**config.mk**
```make
export PLATFORM = sky130hd
export DESIGN_NAME = bouncing_bezier_arc_generator
export DESIGN_NICKNAME = d
export VERILOG_FILES = /design/src/hdl/bbag_pkg.sv /design/src/hdl/bouncing_bezier_arc_generator.sv
export SDC_FILE = /design/constraint.sdc
export NUM_CORES = 2
export LEC_CHECK = 0
export BUFFER_PORTS_ARGS = -buffer_cell sky130_fd_sc_hd__buf_2
export CAP_MARGIN = 25
export CORE_UTILIZATION = 39
export DETAILED_ROUTE_END_ITERATION = 6
export GPL_TIMING_DRIVEN = 0
export PLACE_DENSITY = 0.6
export RECOVER_POWER = 100
export SYNTH_ARGS = -nofsm -noshare
export SYNTH_HDL_FRONTEND = slang
export SYNTH_SLANG_ARGS = --single-unit
export TNS_END_PERCENT = 30
```
**constraint.sdc**
```tcl
create_clock -name aclk -period 11.71 [get_ports aclk]
set_clock_uncertainty 0.05 [all_clocks]
set_input_delay 2.9275 -clock aclk [delete_from_list [all_inputs] [get_ports aclk]]
set_output_delay 2.9275 -clock aclk [all_outputs]
set_load 0.005 [all_outputs]
```
**src/hdl/bbag_pkg.sv**
```systemverilog
// Package for the bouncing arc generator: datapath widths, register indexes,
// sequencer state, multiply step and divide job codes. No dependencies.
package bbag_pkg;

    localparam int CoordW  = 32;   // Q-format coordinate width
    localparam int ProdW   = 51;   // signed product / accumulator width
    localparam int DvdW    = 50;   // unsigned dividend magnitude width
    localparam int DenW    = 18;   // divisor width (steps cubed)
    localparam int CountW  = 6;    // steps and point index width
    localparam int BounceW = 9;    // bounce counter width
    localparam int BcW     = 8;    // bounce_count register width
    localparam int IdxW    = 3;    // configuration index width

    localparam logic [IdxW-1:0] CfgStartX      = 3'd0;
    localparam logic [IdxW-1:0] CfgXMax        = 3'd1;
    localparam logic [IdxW-1:0] CfgYMax        = 3'd2;
    localparam logic [IdxW-1:0] CfgBounceCount = 3'd3;
    localparam logic [IdxW-1:0] CfgSteps       = 3'd4;

    // one quotient bit per cycle over the whole dividend
    localparam logic [5:0] DivLastIter = 6'(DvdW - 1);

    typedef enum logic [2:0] {
        ST_IDLE,   // wait for a request
        ST_MUL,    // shared multiplier evaluates the current step
        ST_WB,     // store the product, pick the next step
        ST_DLD,    // load the divider with a magnitude and rounding bias
        ST_DIV,    // restoring division, one bit per cycle
        ST_DWB,    // sign and store the quotient
        ST_OUT     // present one curve point
    } state_t;

    typedef enum logic [3:0] {
        OP_XN,     // x_max * n
        OP_SS,     // steps * steps
        OP_DEN,    // steps^2 * steps
        OP_YN,     // y_max * (n + 1)
        OP_UU,     // u * u
        OP_W0,     // u^2 * u
        OP_KK,     // k * k
        OP_W3,     // k^2 * k
        OP_UK,     // u * k
        OP_W12,    // u * k * steps (times three on store)
        OP_AX0,    // w0 * start x
        OP_AX1,    // w12 * control x, accumulate
        OP_AX2,    // w3 * end x, accumulate
        OP_PY      // w12 * peak
    } op_t;

    typedef enum logic [1:0] {
        DV_END,    // end x, truncating, by bounce count
        DV_PEAK,   // next peak, truncating, by bounce count
        DV_PX,     // point x, rounding, by steps^3
        DV_PY      // point y, rounding, by steps^3
    } div_kind_t;

endpackage

```
**src/hdl/bouncing_bezier_arc_generator.sv**
```systemverilog
// Bouncing arc generator top level: one request yields steps+1 cubic Bezier points.
// Depends on bbag_pkg. One shared multiplier and one bit-serial divider under a sequencer.
// Sequence: arc setup runs two truncating divisions by bounce count, then each point
// runs ten products and one rounding division each for x and y, then waits at the output
// until the point is taken.
// Requests: one at a time; a new request is taken only while the sequencer is idle.
// Reset (synchronous, active low): control and configuration registers return to defaults, bounce state reloads.
module bouncing_bezier_arc_generator #(
    parameter int FRAC_BITS = 16
) (
    input  logic                                  aclk,
    input  logic                                  aresetn,
    // configuration write channel
    input  logic                                  cfg_valid,
    output logic                                  cfg_ready,
    input  logic [bbag_pkg::IdxW-1:0]             cfg_index,
    input  logic [bbag_pkg::CoordW-1:0]           cfg_data,
    // request channel
    input  logic                                  s_valid,
    output logic                                  s_ready,
    input  logic                                  s_restart,
    // point channel
    output logic                                  m_valid,
    input  logic                                  m_ready,
    output logic signed [bbag_pkg::CoordW-1:0]    m_point_x,
    output logic signed [bbag_pkg::CoordW-1:0]    m_point_y,
    output logic [bbag_pkg::CountW-1:0]           m_point_index,
    output logic                                  m_last_point,
    output logic                                  m_final_bounce
);

    import bbag_pkg::*;

    // 1.0 in the chosen fixed-point format
    localparam logic signed [CoordW-1:0] OneFixed = CoordW'(1) << FRAC_BITS;
    localparam logic signed [51:0] SatMax = 52'sd2147483647;
    localparam logic signed [51:0] SatMin = -52'sd2147483648;

    function automatic logic signed [CoordW-1:0] sat32(input logic signed [51:0] v);
        if (v > SatMax) begin
            return SatMax[CoordW-1:0];
        end else if (v < SatMin) begin
            return SatMin[CoordW-1:0];
        end
        return v[CoordW-1:0];
    endfunction

    // ------------------------------------------------------------------
    // Configuration registers
    // ------------------------------------------------------------------
    logic signed [CoordW-1:0] start_x_reg, x_max_reg, y_max_reg;
    logic [BcW-1:0]           bounce_count_reg;
    logic [CountW-1:0]        steps_reg;

    // ------------------------------------------------------------------
    // Bounce state carried from arc to arc
    // ------------------------------------------------------------------
    logic [BounceW-1:0]       n_reg, n_next;
    logic signed [CoordW-1:0] arc_start_reg, arc_start_next;
    logic signed [CoordW-1:0] peak_reg, peak_next;

    // ------------------------------------------------------------------
    // Sequencer and datapath registers
    // ------------------------------------------------------------------
    state_t    state_reg, state_next;
    op_t       op_reg, op_next;
    div_kind_t kind_reg, kind_next;

    logic [BcW-1:0]           bc_reg, bc_next;        // bounce count, zero taken as one
    logic [CountW-1:0]        s_reg, s_next;          // steps, zero taken as one
    logic [CountW-1:0]        k_reg, k_next;
    logic [11:0]              ss_reg, ss_next;
    logic [DenW-1:0]          den_reg, den_next;
    logic [DenW-1:0]          t_reg, t_next;
    logic [DenW-1:0]          w0_reg, w0_next;
    logic [DenW-1:0]          w3_reg, w3_next;
    logic [DenW-1:0]          w12_reg, w12_next;
    logic signed [CoordW-1:0] end_x_reg, end_x_next;
    logic signed [CoordW-1:0] ctrl_x_reg, ctrl_x_next;
    logic signed [CoordW-1:0] peak_nx_reg, peak_nx_next;
    logic signed [ProdW-1:0]  prod_reg, prod_next;
    logic signed [ProdW-1:0]  acc_reg, acc_next;
    logic [DvdW-1:0]          dvd_reg, dvd_next;      // dividend, quotient shifts in
    logic [DenW-1:0]          rem_reg, rem_next;
    logic                     neg_reg, neg_next;
    logic [5:0]               cnt_reg, cnt_next;
    logic signed [CoordW-1:0] px_reg, px_next;
    logic signed [CoordW-1:0] py_reg, py_next;

    // ------------------------------------------------------------------
    // Shared multiplier: 32-bit signed by 19-bit signed
    // ------------------------------------------------------------------
    logic signed [CoordW-1:0] mul_a;
    logic signed [18:0]       mul_b;
    logic [CountW-1:0]        u_val;
    logic [9:0]               n_plus1;

    assign u_val   = s_reg - k_reg;
    assign n_plus1 = {1'b0, n_reg} + 10'd1;

    always_comb begin
        unique case (op_reg)
            OP_XN:   begin mul_a = x_max_reg;             mul_b = {10'b0, n_reg};   end
            OP_SS:   begin mul_a = {26'b0, s_reg};        mul_b = {13'b0, s_reg};   end
            OP_DEN:  begin mul_a = {20'b0, ss_reg};       mul_b = {13'b0, s_reg};   end
            OP_YN:   begin mul_a = y_max_reg;             mul_b = {9'b0, n_plus1};  end
            OP_UU:   begin mul_a = {26'b0, u_val};        mul_b = {13'b0, u_val};   end
            OP_W0:   begin mul_a = {14'b0, t_reg};        mul_b = {13'b0, u_val};   end
            OP_KK:   begin mul_a = {26'b0, k_reg};        mul_b = {13'b0, k_reg};   end
            OP_W3:   begin mul_a = {14'b0, t_reg};        mul_b = {13'b0, k_reg};   end
            OP_UK:   begin mul_a = {26'b0, u_val};        mul_b = {13'b0, k_reg};   end
            OP_W12:  begin mul_a = {14'b0, t_reg};        mul_b = {13'b0, s_reg};   end
            OP_AX0:  begin mul_a = arc_start_reg;         mul_b = {1'b0, w0_reg};   end
            OP_AX1:  begin mul_a = ctrl_x_reg;            mul_b = {1'b0, w12_reg};  end
            OP_AX2:  begin mul_a = end_x_reg;             mul_b = {1'b0, w3_reg};   end
            OP_PY:   begin mul_a = peak_reg;              mul_b = {1'b0, w12_reg};  end
            default: begin mul_a = '0;                    mul_b = '0;               end
        endcase
    end

    // ------------------------------------------------------------------
    // Divider step and helpers
    // ------------------------------------------------------------------
    logic              div_round;
    logic [DenW-1:0]   divisor;
    logic [DenW:0]     rem_sh;
    logic              q_bit;
    logic signed [ProdW-1:0] acc_mag;
    logic signed [ProdW-1:0] quot_s;
    logic signed [51:0]      peak_diff;
    logic signed [33:0]      ctrl_tmp;

    assign div_round = (kind_reg == DV_PX) || (kind_reg == DV_PY);
    assign divisor   = div_round ? den_reg : {10'b0, bc_reg};
    assign rem_sh    = {rem_reg, dvd_reg[DvdW-1]};
    assign q_bit     = (rem_sh >= {1'b0, divisor});
    assign acc_mag   = acc_reg[ProdW-1] ? -acc_reg : acc_reg;
    assign quot_s    = neg_reg ? -$signed({1'b0, dvd_reg}) : $signed({1'b0, dvd_reg});
    assign peak_diff = 52'(y_max_reg) - 52'(quot_s);
    // three times end x; quartered toward zero when stored as control x
    assign ctrl_tmp  = 34'(end_x_reg) + (34'(end_x_reg) <<< 1);

    // ------------------------------------------------------------------
    // Handshakes
    // ------------------------------------------------------------------
    logic s_fire, m_fire, last_k;

    assign cfg_ready = 1'b1;
    assign s_ready   = (state_reg == ST_IDLE);
    assign m_valid   = (state_reg == ST_OUT);
    assign s_fire    = s_valid && s_ready;
    assign m_fire    = m_valid && m_ready;
    assign last_k    = (k_reg == s_reg);

    // ------------------------------------------------------------------
    // Sequencer: next state and datapath updates
    // ------------------------------------------------------------------
    always_comb begin
        state_next     = state_reg;
        op_next        = op_reg;
        kind_next      = kind_reg;
        n_next         = n_reg;
        arc_start_next = arc_start_reg;
        peak_next      = peak_reg;
        bc_next        = bc_reg;
        s_next         = s_reg;
        k_next         = k_reg;
        ss_next        = ss_reg;
        den_next       = den_reg;
        t_next         = t_reg;
        w0_next        = w0_reg;
        w3_next        = w3_reg;
        w12_next       = w12_reg;
        end_x_next     = end_x_reg;
        ctrl_x_next    = ctrl_x_reg;
        peak_nx_next   = peak_nx_reg;
        prod_next      = prod_reg;
        acc_next       = acc_reg;
        dvd_next       = dvd_reg;
        rem_next       = rem_reg;
        neg_next       = neg_reg;
        cnt_next       = cnt_reg;
        px_next        = px_reg;
        py_next        = py_reg;

        unique case (state_reg)
            ST_IDLE: begin
                if (s_fire) begin
                    // restart: reload the bounce state from the registers
                    if (s_restart) begin
                        n_next         = BounceW'(1);
                        arc_start_next = start_x_reg;
                        peak_next      = y_max_reg;
                    end
                    bc_next    = (bounce_count_reg == '0) ? BcW'(1) : bounce_count_reg;
                    s_next     = (steps_reg == '0) ? CountW'(1) : steps_reg;
                    op_next    = OP_XN;
                    state_next = ST_MUL;
                end
            end

            ST_MUL: begin
                prod_next  = mul_a * mul_b;
                state_next = ST_WB;
            end

            ST_WB: begin
                state_next = ST_MUL;
                unique case (op_reg)
                    OP_XN: begin
                        acc_next   = prod_reg;
                        kind_next  = DV_END;
                        state_next = ST_DLD;
                    end
                    OP_SS: begin
                        ss_next     = prod_reg[11:0];
                        // end x is settled by now
                        ctrl_x_next = ctrl_tmp[33] ? CoordW'((ctrl_tmp + 34'sd3) >>> 2)
                                                   : CoordW'(ctrl_tmp >>> 2);
                        op_next     = OP_DEN;
                    end
                    OP_DEN: begin
                        den_next = prod_reg[DenW-1:0];
                        op_next  = OP_YN;
                    end
                    OP_YN: begin
                        acc_next   = prod_reg;
                        kind_next  = DV_PEAK;
                        state_next = ST_DLD;
                    end
                    OP_UU: begin
                        t_next  = prod_reg[DenW-1:0];
                        op_next = OP_W0;
                    end
                    OP_W0: begin
                        w0_next = prod_reg[DenW-1:0];
                        op_next = OP_KK;
                    end
                    OP_KK: begin
                        t_next  = prod_reg[DenW-1:0];
                        op_next = OP_W3;
                    end
                    OP_W3: begin
                        w3_next = prod_reg[DenW-1:0];
                        op_next = OP_UK;
                    end
                    OP_UK: begin
                        t_next  = prod_reg[DenW-1:0];
                        op_next = OP_W12;
                    end
                    OP_W12: begin
                        // 3*u^2*k + 3*u*k^2 = 3*u*k*steps
                        w12_next = prod_reg[DenW-1:0] + {prod_reg[DenW-2:0], 1'b0};
                        op_next  = OP_AX0;
                    end
                    OP_AX0: begin
                        acc_next = prod_reg;
                        op_next  = OP_AX1;
                    end
                    OP_AX1: begin
                        acc_next = acc_reg + prod_reg;
                        op_next  = OP_AX2;
                    end
                    OP_AX2: begin
                        acc_next   = acc_reg + prod_reg;
                        kind_next  = DV_PX;
                        state_next = ST_DLD;
                    end
                    OP_PY: begin
                        acc_next   = prod_reg;
                        kind_next  = DV_PY;
                        state_next = ST_DLD;
                    end
                    default: begin
                        state_next = ST_IDLE;
                    end
                endcase
            end

            ST_DLD: begin
                // divide magnitudes; rounding adds half the divisor (halves away from zero)
                neg_next   = acc_reg[ProdW-1];
                dvd_next   = acc_mag[DvdW-1:0]
                             + (div_round ? {{(DvdW-DenW+1){1'b0}}, den_reg[DenW-1:1]}
                                          : {DvdW{1'b0}});
                rem_next   = '0;
                cnt_next   = '0;
                state_next = ST_DIV;
            end

            ST_DIV: begin
                rem_next = q_bit ? DenW'(rem_sh - {1'b0, divisor}) : rem_sh[DenW-1:0];
                dvd_next = {dvd_reg[DvdW-2:0], q_bit};
                cnt_next = cnt_reg + 6'd1;
                if (cnt_reg == DivLastIter) begin
                    state_next = ST_DWB;
                end
            end

            ST_DWB: begin
                state_next = ST_MUL;
                unique case (kind_reg)
                    DV_END: begin
                        end_x_next = sat32(52'(quot_s));
                        op_next    = OP_SS;
                    end
                    DV_PEAK: begin
                        peak_nx_next = sat32(peak_diff);
                        k_next       = '0;
                        op_next      = OP_UU;
                    end
                    DV_PX: begin
                        px_next = quot_s[CoordW-1:0];
                        op_next = OP_PY;
                    end
                    DV_PY: begin
                        py_next    = quot_s[CoordW-1:0];
                        state_next = ST_OUT;
                    end
                    default: begin
                        state_next = ST_IDLE;
                    end
                endcase
            end

            ST_OUT: begin
                if (m_fire) begin
                    if (last_k) begin
                        // arc done: advance to the next bounce
                        peak_next      = peak_nx_reg;
                        arc_start_next = end_x_reg;
                        n_next         = n_reg + BounceW'(1);
                        state_next     = ST_IDLE;
                    end else begin
                        k_next     = k_reg + CountW'(1);
                        op_next    = OP_UU;
                        state_next = ST_MUL;
                    end
                end
            end

            default: begin
                state_next = ST_IDLE;
            end
        endcase
    end

    // ------------------------------------------------------------------
    // Control and configuration registers (reset)
    // ------------------------------------------------------------------
    always_ff @(posedge aclk) begin
        if (!aresetn) begin
            start_x_reg      <= '0;
            x_max_reg        <= OneFixed;
            y_max_reg        <= OneFixed;
            bounce_count_reg <= BcW'(1);
            steps_reg        <= CountW'(32);
            n_reg            <= BounceW'(1);
            arc_start_reg    <= '0;
            peak_reg         <= OneFixed;
            state_reg        <= ST_IDLE;
            op_reg           <= OP_XN;
            kind_reg         <= DV_END;
            cnt_reg          <= '0;
        end else begin
            if (cfg_valid && cfg_ready) begin
                unique case (cfg_index)
                    CfgStartX:      start_x_reg      <= cfg_data;
                    CfgXMax:        x_max_reg        <= cfg_data;
                    CfgYMax:        y_max_reg        <= cfg_data;
                    CfgBounceCount: bounce_count_reg <= cfg_data[BcW-1:0];
                    CfgSteps:       steps_reg        <= cfg_data[CountW-1:0];
                    default: ;      // drop writes to unknown indexes
                endcase
            end
            n_reg         <= n_next;
            arc_start_reg <= arc_start_next;
            peak_reg      <= peak_next;
            state_reg     <= state_next;
            op_reg        <= op_next;
            kind_reg      <= kind_next;
            cnt_reg       <= cnt_next;
        end
    end

    // ------------------------------------------------------------------
    // Datapath registers (no reset)
    // ------------------------------------------------------------------
    always_ff @(posedge aclk) begin
        bc_reg      <= bc_next;
        s_reg       <= s_next;
        k_reg       <= k_next;
        ss_reg      <= ss_next;
        den_reg     <= den_next;
        t_reg       <= t_next;
        w0_reg      <= w0_next;
        w3_reg      <= w3_next;
        w12_reg     <= w12_next;
        end_x_reg   <= end_x_next;
        ctrl_x_reg  <= ctrl_x_next;
        peak_nx_reg <= peak_nx_next;
        prod_reg    <= prod_next;
        acc_reg     <= acc_next;
        dvd_reg     <= dvd_next;
        rem_reg     <= rem_next;
        neg_reg     <= neg_next;
        px_reg      <= px_next;
        py_reg      <= py_next;
    end

    // ------------------------------------------------------------------
    // Point outputs, held while the point waits
    // ------------------------------------------------------------------
    assign m_point_x      = px_reg;
    assign m_point_y      = py_reg;
    assign m_point_index  = k_reg;
    assign m_last_point   = last_k;
    assign m_final_bounce = (n_reg == {1'b0, bc_reg});

endmodule
```
After elaboration in Yosys (flattened, before gate mapping)
Cells that the tools add are included.
{"block": "totals", "ff_bits": 651, "in_bits": 41, "out_inout_bits": 75}
{"block": "op_classes", "n_addsub": 14, "multipliers": 1, "order_cmp": 5, "n_eq_ne": 38, "muxes": 59, "reduce_logical": 48}
{"operator": "$mux 32", "count": 14}
{"operator": "$pmux 32 s11", "count": 1}
{"operator": "$pmux 18 s8", "count": 1}
{"operator": "$pmux 32 s2", "count": 2}
{"operator": "$pmux 51 s2", "count": 1}
{"operator": "$pmux 50 s2", "count": 1}
{"operator": "$gt 52x32->1 const B", "count": 1}
{"operator": "$lt 52x32->1 const B", "count": 1}
{"operator": "$sub 32x51->52", "count": 1}
{"operator": "$add 51x51->51", "count": 1}
{"operator": "$gt 51x32->1 const B", "count": 1}
{"operator": "$lt 51x32->1 const B", "count": 1}
{"operator": "$mul 32x19->51", "count": 1}
{"operator": "$mux 51", "count": 1}
{"operator": "$neg 50->51", "count": 1}
{"operator": "$add 50x17->50", "count": 1}
{"operator": "$mux 50", "count": 1}
{"operator": "$neg 50->50", "count": 1}
{"operator": "$pmux 4 s10", "count": 1}
{"operator": "$mux 18", "count": 2}
{"operator": "$mux 9", "count": 4}
{"operator": "$pmux 18 s2", "count": 1}
{"operator": "$reduce_and 2->1", "count": 18}
{"operator": "$add 32x33->34", "count": 1}
{"operator": "54 further kinds", "count": 106}

Depth between registers and ports, before layout
{"block": "logic_depth", "depth_word": 9, "depth_mapped": 35}

Least setup slack after synthesis
No wires, ideal clock.
{"block": "synth_timing", "path_type": "register to register", "start": "reg op_reg[3]", "end": "reg prod_reg[50] (data pin)", "setup_time_ns": 0.264, "arrival_time_ns": 8.623, "t_required_ns": 11.396, "setup_slack_ns": 2.773, "stages_incl_launch_ff": 33, "cell_sequence": "dfxtp_1 -> clkbuf_1 -> or2_2 -> clkbuf_1 -> nor3_1 -> clkbuf_1 -> a222oi_1 -> nand4_1 -> clkbuf_1 -> nand2_1 -> fa_1 -> inv_1 -> fa_1 -> inv_1 -> fa_1 -> inv_1 -> fa_1 -> inv_1 -> fa_1 -> fa_1 -> inv_1 -> ha_1 -> a21o_1 -> a21boi_0 -> o32ai_1 -> a211o_1 -> o21ai_0 -> o21ai_0 -> a221oi_1 -> o21ai_0 -> a221o_1 -> a211oi_1 -> xnor2_1"}
{"block": "synth_between", "elab_chain_cells": 4, "elab_cells_between_ends": 23}
{"item": "start: declaration", "line_no": "bouncing_bezier_arc_generator.sv:66", "text": "op_t op_reg, op_next;"}
{"item": "start signal: assignment", "line_no": "bouncing_bezier_arc_generator.sv:380", "text": "op_reg <= op_next;"}
{"item": "$eq 4x4->1 (tied with other cells)", "line_no": "bouncing_bezier_arc_generator.sv:102", "text": "unique case (op_reg)"}
{"item": "$reduce_or 3->1 (no line) or $reduce_or 2->1 (tied branches)"}
{"item": "$pmux 32 s11 or $pmux 18 s8 (tied branches)", "line_no": "bouncing_bezier_arc_generator.sv:102"}
{"item": "$mul 32x19->51 (*)", "line_no": "bouncing_bezier_arc_generator.sv:203", "text": "prod_next = mul_a * mul_b;"}
{"item": "end signal: assignment", "line_no": "bouncing_bezier_arc_generator.sv:402", "text": "prod_reg <= prod_next;"}
{"item": "end: declaration", "line_no": "bouncing_bezier_arc_generator.sv:81", "text": "logic signed [ProdW-1:0] prod_reg, prod_next;"}
Every way passes the cells marked *; elsewhere a longest branch is shown, timed or not.
A chain may end at the register's enable or synchronous reset.

Worst setup path after layout
{"block": "layout_timing", "start": "reg op_reg[0]", "end": "reg prod_reg[50] (data pin)"}
The elaborated chain is that of the path after synthesis.

==> results.toml <==
[clock_network]
htree_levels = 3
clk_pin_slew_ns = 0.06
cts_tree = "done"
cts_hold_buf = 0
clk_path_buf_depth = 3
clkSinkCount = 651
clock_latency_ns = 0.69
cts-buffers-inserted = 74
clockRootBuffer = "clkbuf_16"

[global_route]
track_usage_pct = 27.7
grt_max_degree = 72
grt-ovfl-total = 0
grt_pass1_wl_um = 324000
antenna_found_initial = 9
first_global_vias = 50373

[timing]
fin_hold_ws_ns = 0.405
tightest_slew_ns = 2.96
timing.final.crit_share_pct = 95.9
min_period_ns = 11.22
finalHoldViolCount = 0
clock.fmax_mhz = 89.1
final-setup-viol-count = 0
slew_headroom_pct = -98.0
maxSlewViolCount = 290

[floorplanning]
fp.dieH_um = 396
io_pins = 116
dieWidth_um = 396
initial_core_util_pct = 39.3
num_rows = 144
die-area_um2 = 156000
coreArea_um2 = 154000

[synthesis]
yosysTopAreaCell = "edfxtp_1"
synth_sequential_area_ratio_pct = 29.1
syn_avg_cell_area_um2 = 8.87
ys.flop_type = "edfxtp_1"
ys_async_sr_fraction_pct = 0
yosysUniqueCellTypes = 89
synth_area_um2 = 60400
synth_edf_count = 453
synth-seq-cells = 651
syn_inst = 6809
synth.area.top_cells = "edfxtp_1 (23%), fa_1 (19%), ha_1 (6.8%)"
yosysTopAreaCellShare_pct = 22.5
yosys_warnings = 0
syn-num-nets = 7741

[worst_hold_path]
min_path_cells = 2
hp-class = "flip-flop to flip-flop"
min_from = "start_x_reg[13]$_SDFFE_PN0P_"
hold_end = "start_x_reg[13]$_SDFFE_PN0P_"

[placement]
port_buffers = 114
place_congestion = 1.01
postPlaceCellArea_um2 = 64100
hpwl_um = 178000

[drt]
antenna_left = 0
drtIter0Drc = 5101
firstDrtPassIters = 6
drc_errors = 0
wl_per_cell_um = 23.9
num_vias = 51975
drt_wl_total_um = 219000
viasPerCell = 5.68

[critical_path]
r2r-end = "prod_reg[50]$_DFFE_PP_"
r2r_slack_ns = 0.49
worstPathMaxFanout = 19
critical_path.slowest_cell = "clkbuf_1"
worst_r2r_path_depth = 33
max_stage_delay_ns = 0.92
crit_type = "flip-flop to flip-flop"
regToRegStartpoint = "op_reg[0]$_SDFFE_PN0P_"
cp_common_cell = "fa_1"
worstPathArrival_ns = 11.58
cp.required_ns = 12.07
setup.worst_path.end_class = "flip-flop"
start_kind = "flip-flop"

[job]
maxCapViolations = 8

[power_and_ir_drop]
irDropWorstVdd_v = 0.000114
p_leak_nw = 27.0
p_total_mw = 8.02
cellPowerDensity_nw_per_um2 = 121

[layout]
area_delta_synth_final_pct = 10.2
final_area_um2 = 66600
drive_gt1_share_pct = 4.64
nets = 7978

[status]
status = "finished with violations"
violations = "capacitance limit, slew limit"
-- cell type report --
type | instances | area [µm²]
Clock inverter | 43 | 524
Antenna cell | 2 | 5.00
Clock buffer | 92 | 1990
Sequential cell | 651 | 17600
Inverter | 903 | 3390
Timing Repair Buffer | 165 | 1070
Buffer | 327 | 1270
Multi-Input combinational cell | 4924 | 38200
Tap cell | 2044 | 2560
Fill cell | 15384 | 87300
-- how the worst max path moves through the flow --
stage | from | endpoint | slack [ns] | cells past startpoint
floorplan | op_reg[3]$_SDFFE_PN0P_ | prod_reg[50]$_DFFE_PP_ | 2.77 | 32
global placement | op_reg[0]$_SDFFE_PN0P_ | prod_reg[50]$_DFFE_PP_ | -1.04 | 33
detailed placement | op_reg[0]$_SDFFE_PN0P_ | prod_reg[50]$_DFFE_PP_ | -0.99 | 33
CTS | op_reg[2]$_SDFFE_PN0P_ | prod_reg[50]$_DFFE_PP_ | 0.13 | 34
global route | op_reg[1]$_SDFFE_PN0P_ | prod_reg[50]$_DFFE_PP_ | -0.003 | 34
finish | op_reg[0]$_SDFFE_PN0P_ | prod_reg[50]$_DFFE_PP_ | 0.49 | 33
-- power breakdown --
part | internal [mW] | switching, mW
logic | 0.875 | 1.74
registers | 2.72 | 0.225
clock network | 1.42 | 1.04
-- metrics by stage --
step           utilization, %  setup WS [ns]  TNS (ns)  cells
4_1_cts                  43.4          0.133         0   9145
5_1_grt                  43.3       -0.00318  -0.00318   9150
2_1_floorplan               -           2.77         0   6809
3_5_place_dp             41.7         -0.986     -7.08   9000
3_3_place_gp             41.3          -1.04     -8.48   8967
6_report                 43.3          0.485         0   9151
-- logic make-up after synthesis --
group                      synth area share, %
other                                  0.00621
adders and majority gates                 25.5
and+or+nand+nor                           16.8
DFF                                       29.1
muxes                                     1.10
xor gates and xnor gates                  5.29
buffers and inverters                     7.69
AOI/OAI and AO/OA                         14.6
-- synth_stat cells, drive strengths merged (10+ instances only) --
cell	n
nand2	1063
inv	899
fa	564
nor2	477
edfxtp	453
a21oi	403
ha	327
clkbuf	316
o21ai	278
xnor2	209
dfxtp	198
a21o	160
xor2	156
nor3	103
nand3	98
nor2b	93
nand4	87
a22oi	65
a311oi	64
and2	54
o31ai	49
nand2b	45
nor4	42
o21bai	40
mux2i	38
o21a	38
and3	37
or3	33
a211oi	32
a31oi	32
o211ai	27
or2	26
mux2	25
and4	23
or4	22
a21boi	19
a222oi	17
a221oi	15
buf	15
o41ai	15
nor3b	12
o211a	10
-- placed cells by master, fill, tap and decap left out, types with 40 or more instances in the layout --
master	count
buf_2	87
xnor2_1	209
and2_1	43
dfxtp_1	198
nor2b_1	93
nand2_1	1063
nor3_1	101
o21ai_0	277
nand4_1	87
edfxtp_1	453
a311oi_1	64
clkbuf_1	359
xor2_1	156
a21oi_1	401
nor2_1	475
o21bai_1	40
o31ai_1	49
a21o_1	160
clkbuf_16	75
ha_1	327
inv_1	899
nand2b_1	45
fa_1	564
nand3_1	98
nor4_1	42
a22oi_1	65
-- metal layers --
layer  GRT usage, %  routed length [µm]  up-vias
met3           5.74               20200      436
met4           11.0               10300        0
met1           36.2               88000    25906
met5              0                   0        -
met2           44.6              100000     2206
li1               -                   -    23427
-- repair_timing --
| item | CTS | global route |
|---|---|---|
| pin swaps | 5 | 1 |
| buffers inserted | 11 | 3 |
| endpoints found under the setup margin | 16 | 6 |
| resized for setup | 6 | 42 |
-- critical path: cells and delay by family, from the launching register on --
| family | cells | cell delay (ns) |
|---|---|---|
| multiplexers | 1 | 0.24 |
| AND/OR/NAND/NOR | 3 | 0.50 |
| XOR/XNOR | 1 | 0.12 |
| adder cells (fa/ha/maj) | 7 | 3.50 |
| flip-flops | 1 | 0.31 |
| AO/OA/AOI/OAI | 11 | 3.46 |
| buffers and inverters | 10 | 2.73 |
No activity file was read; power rests on OpenSTA's default activity.
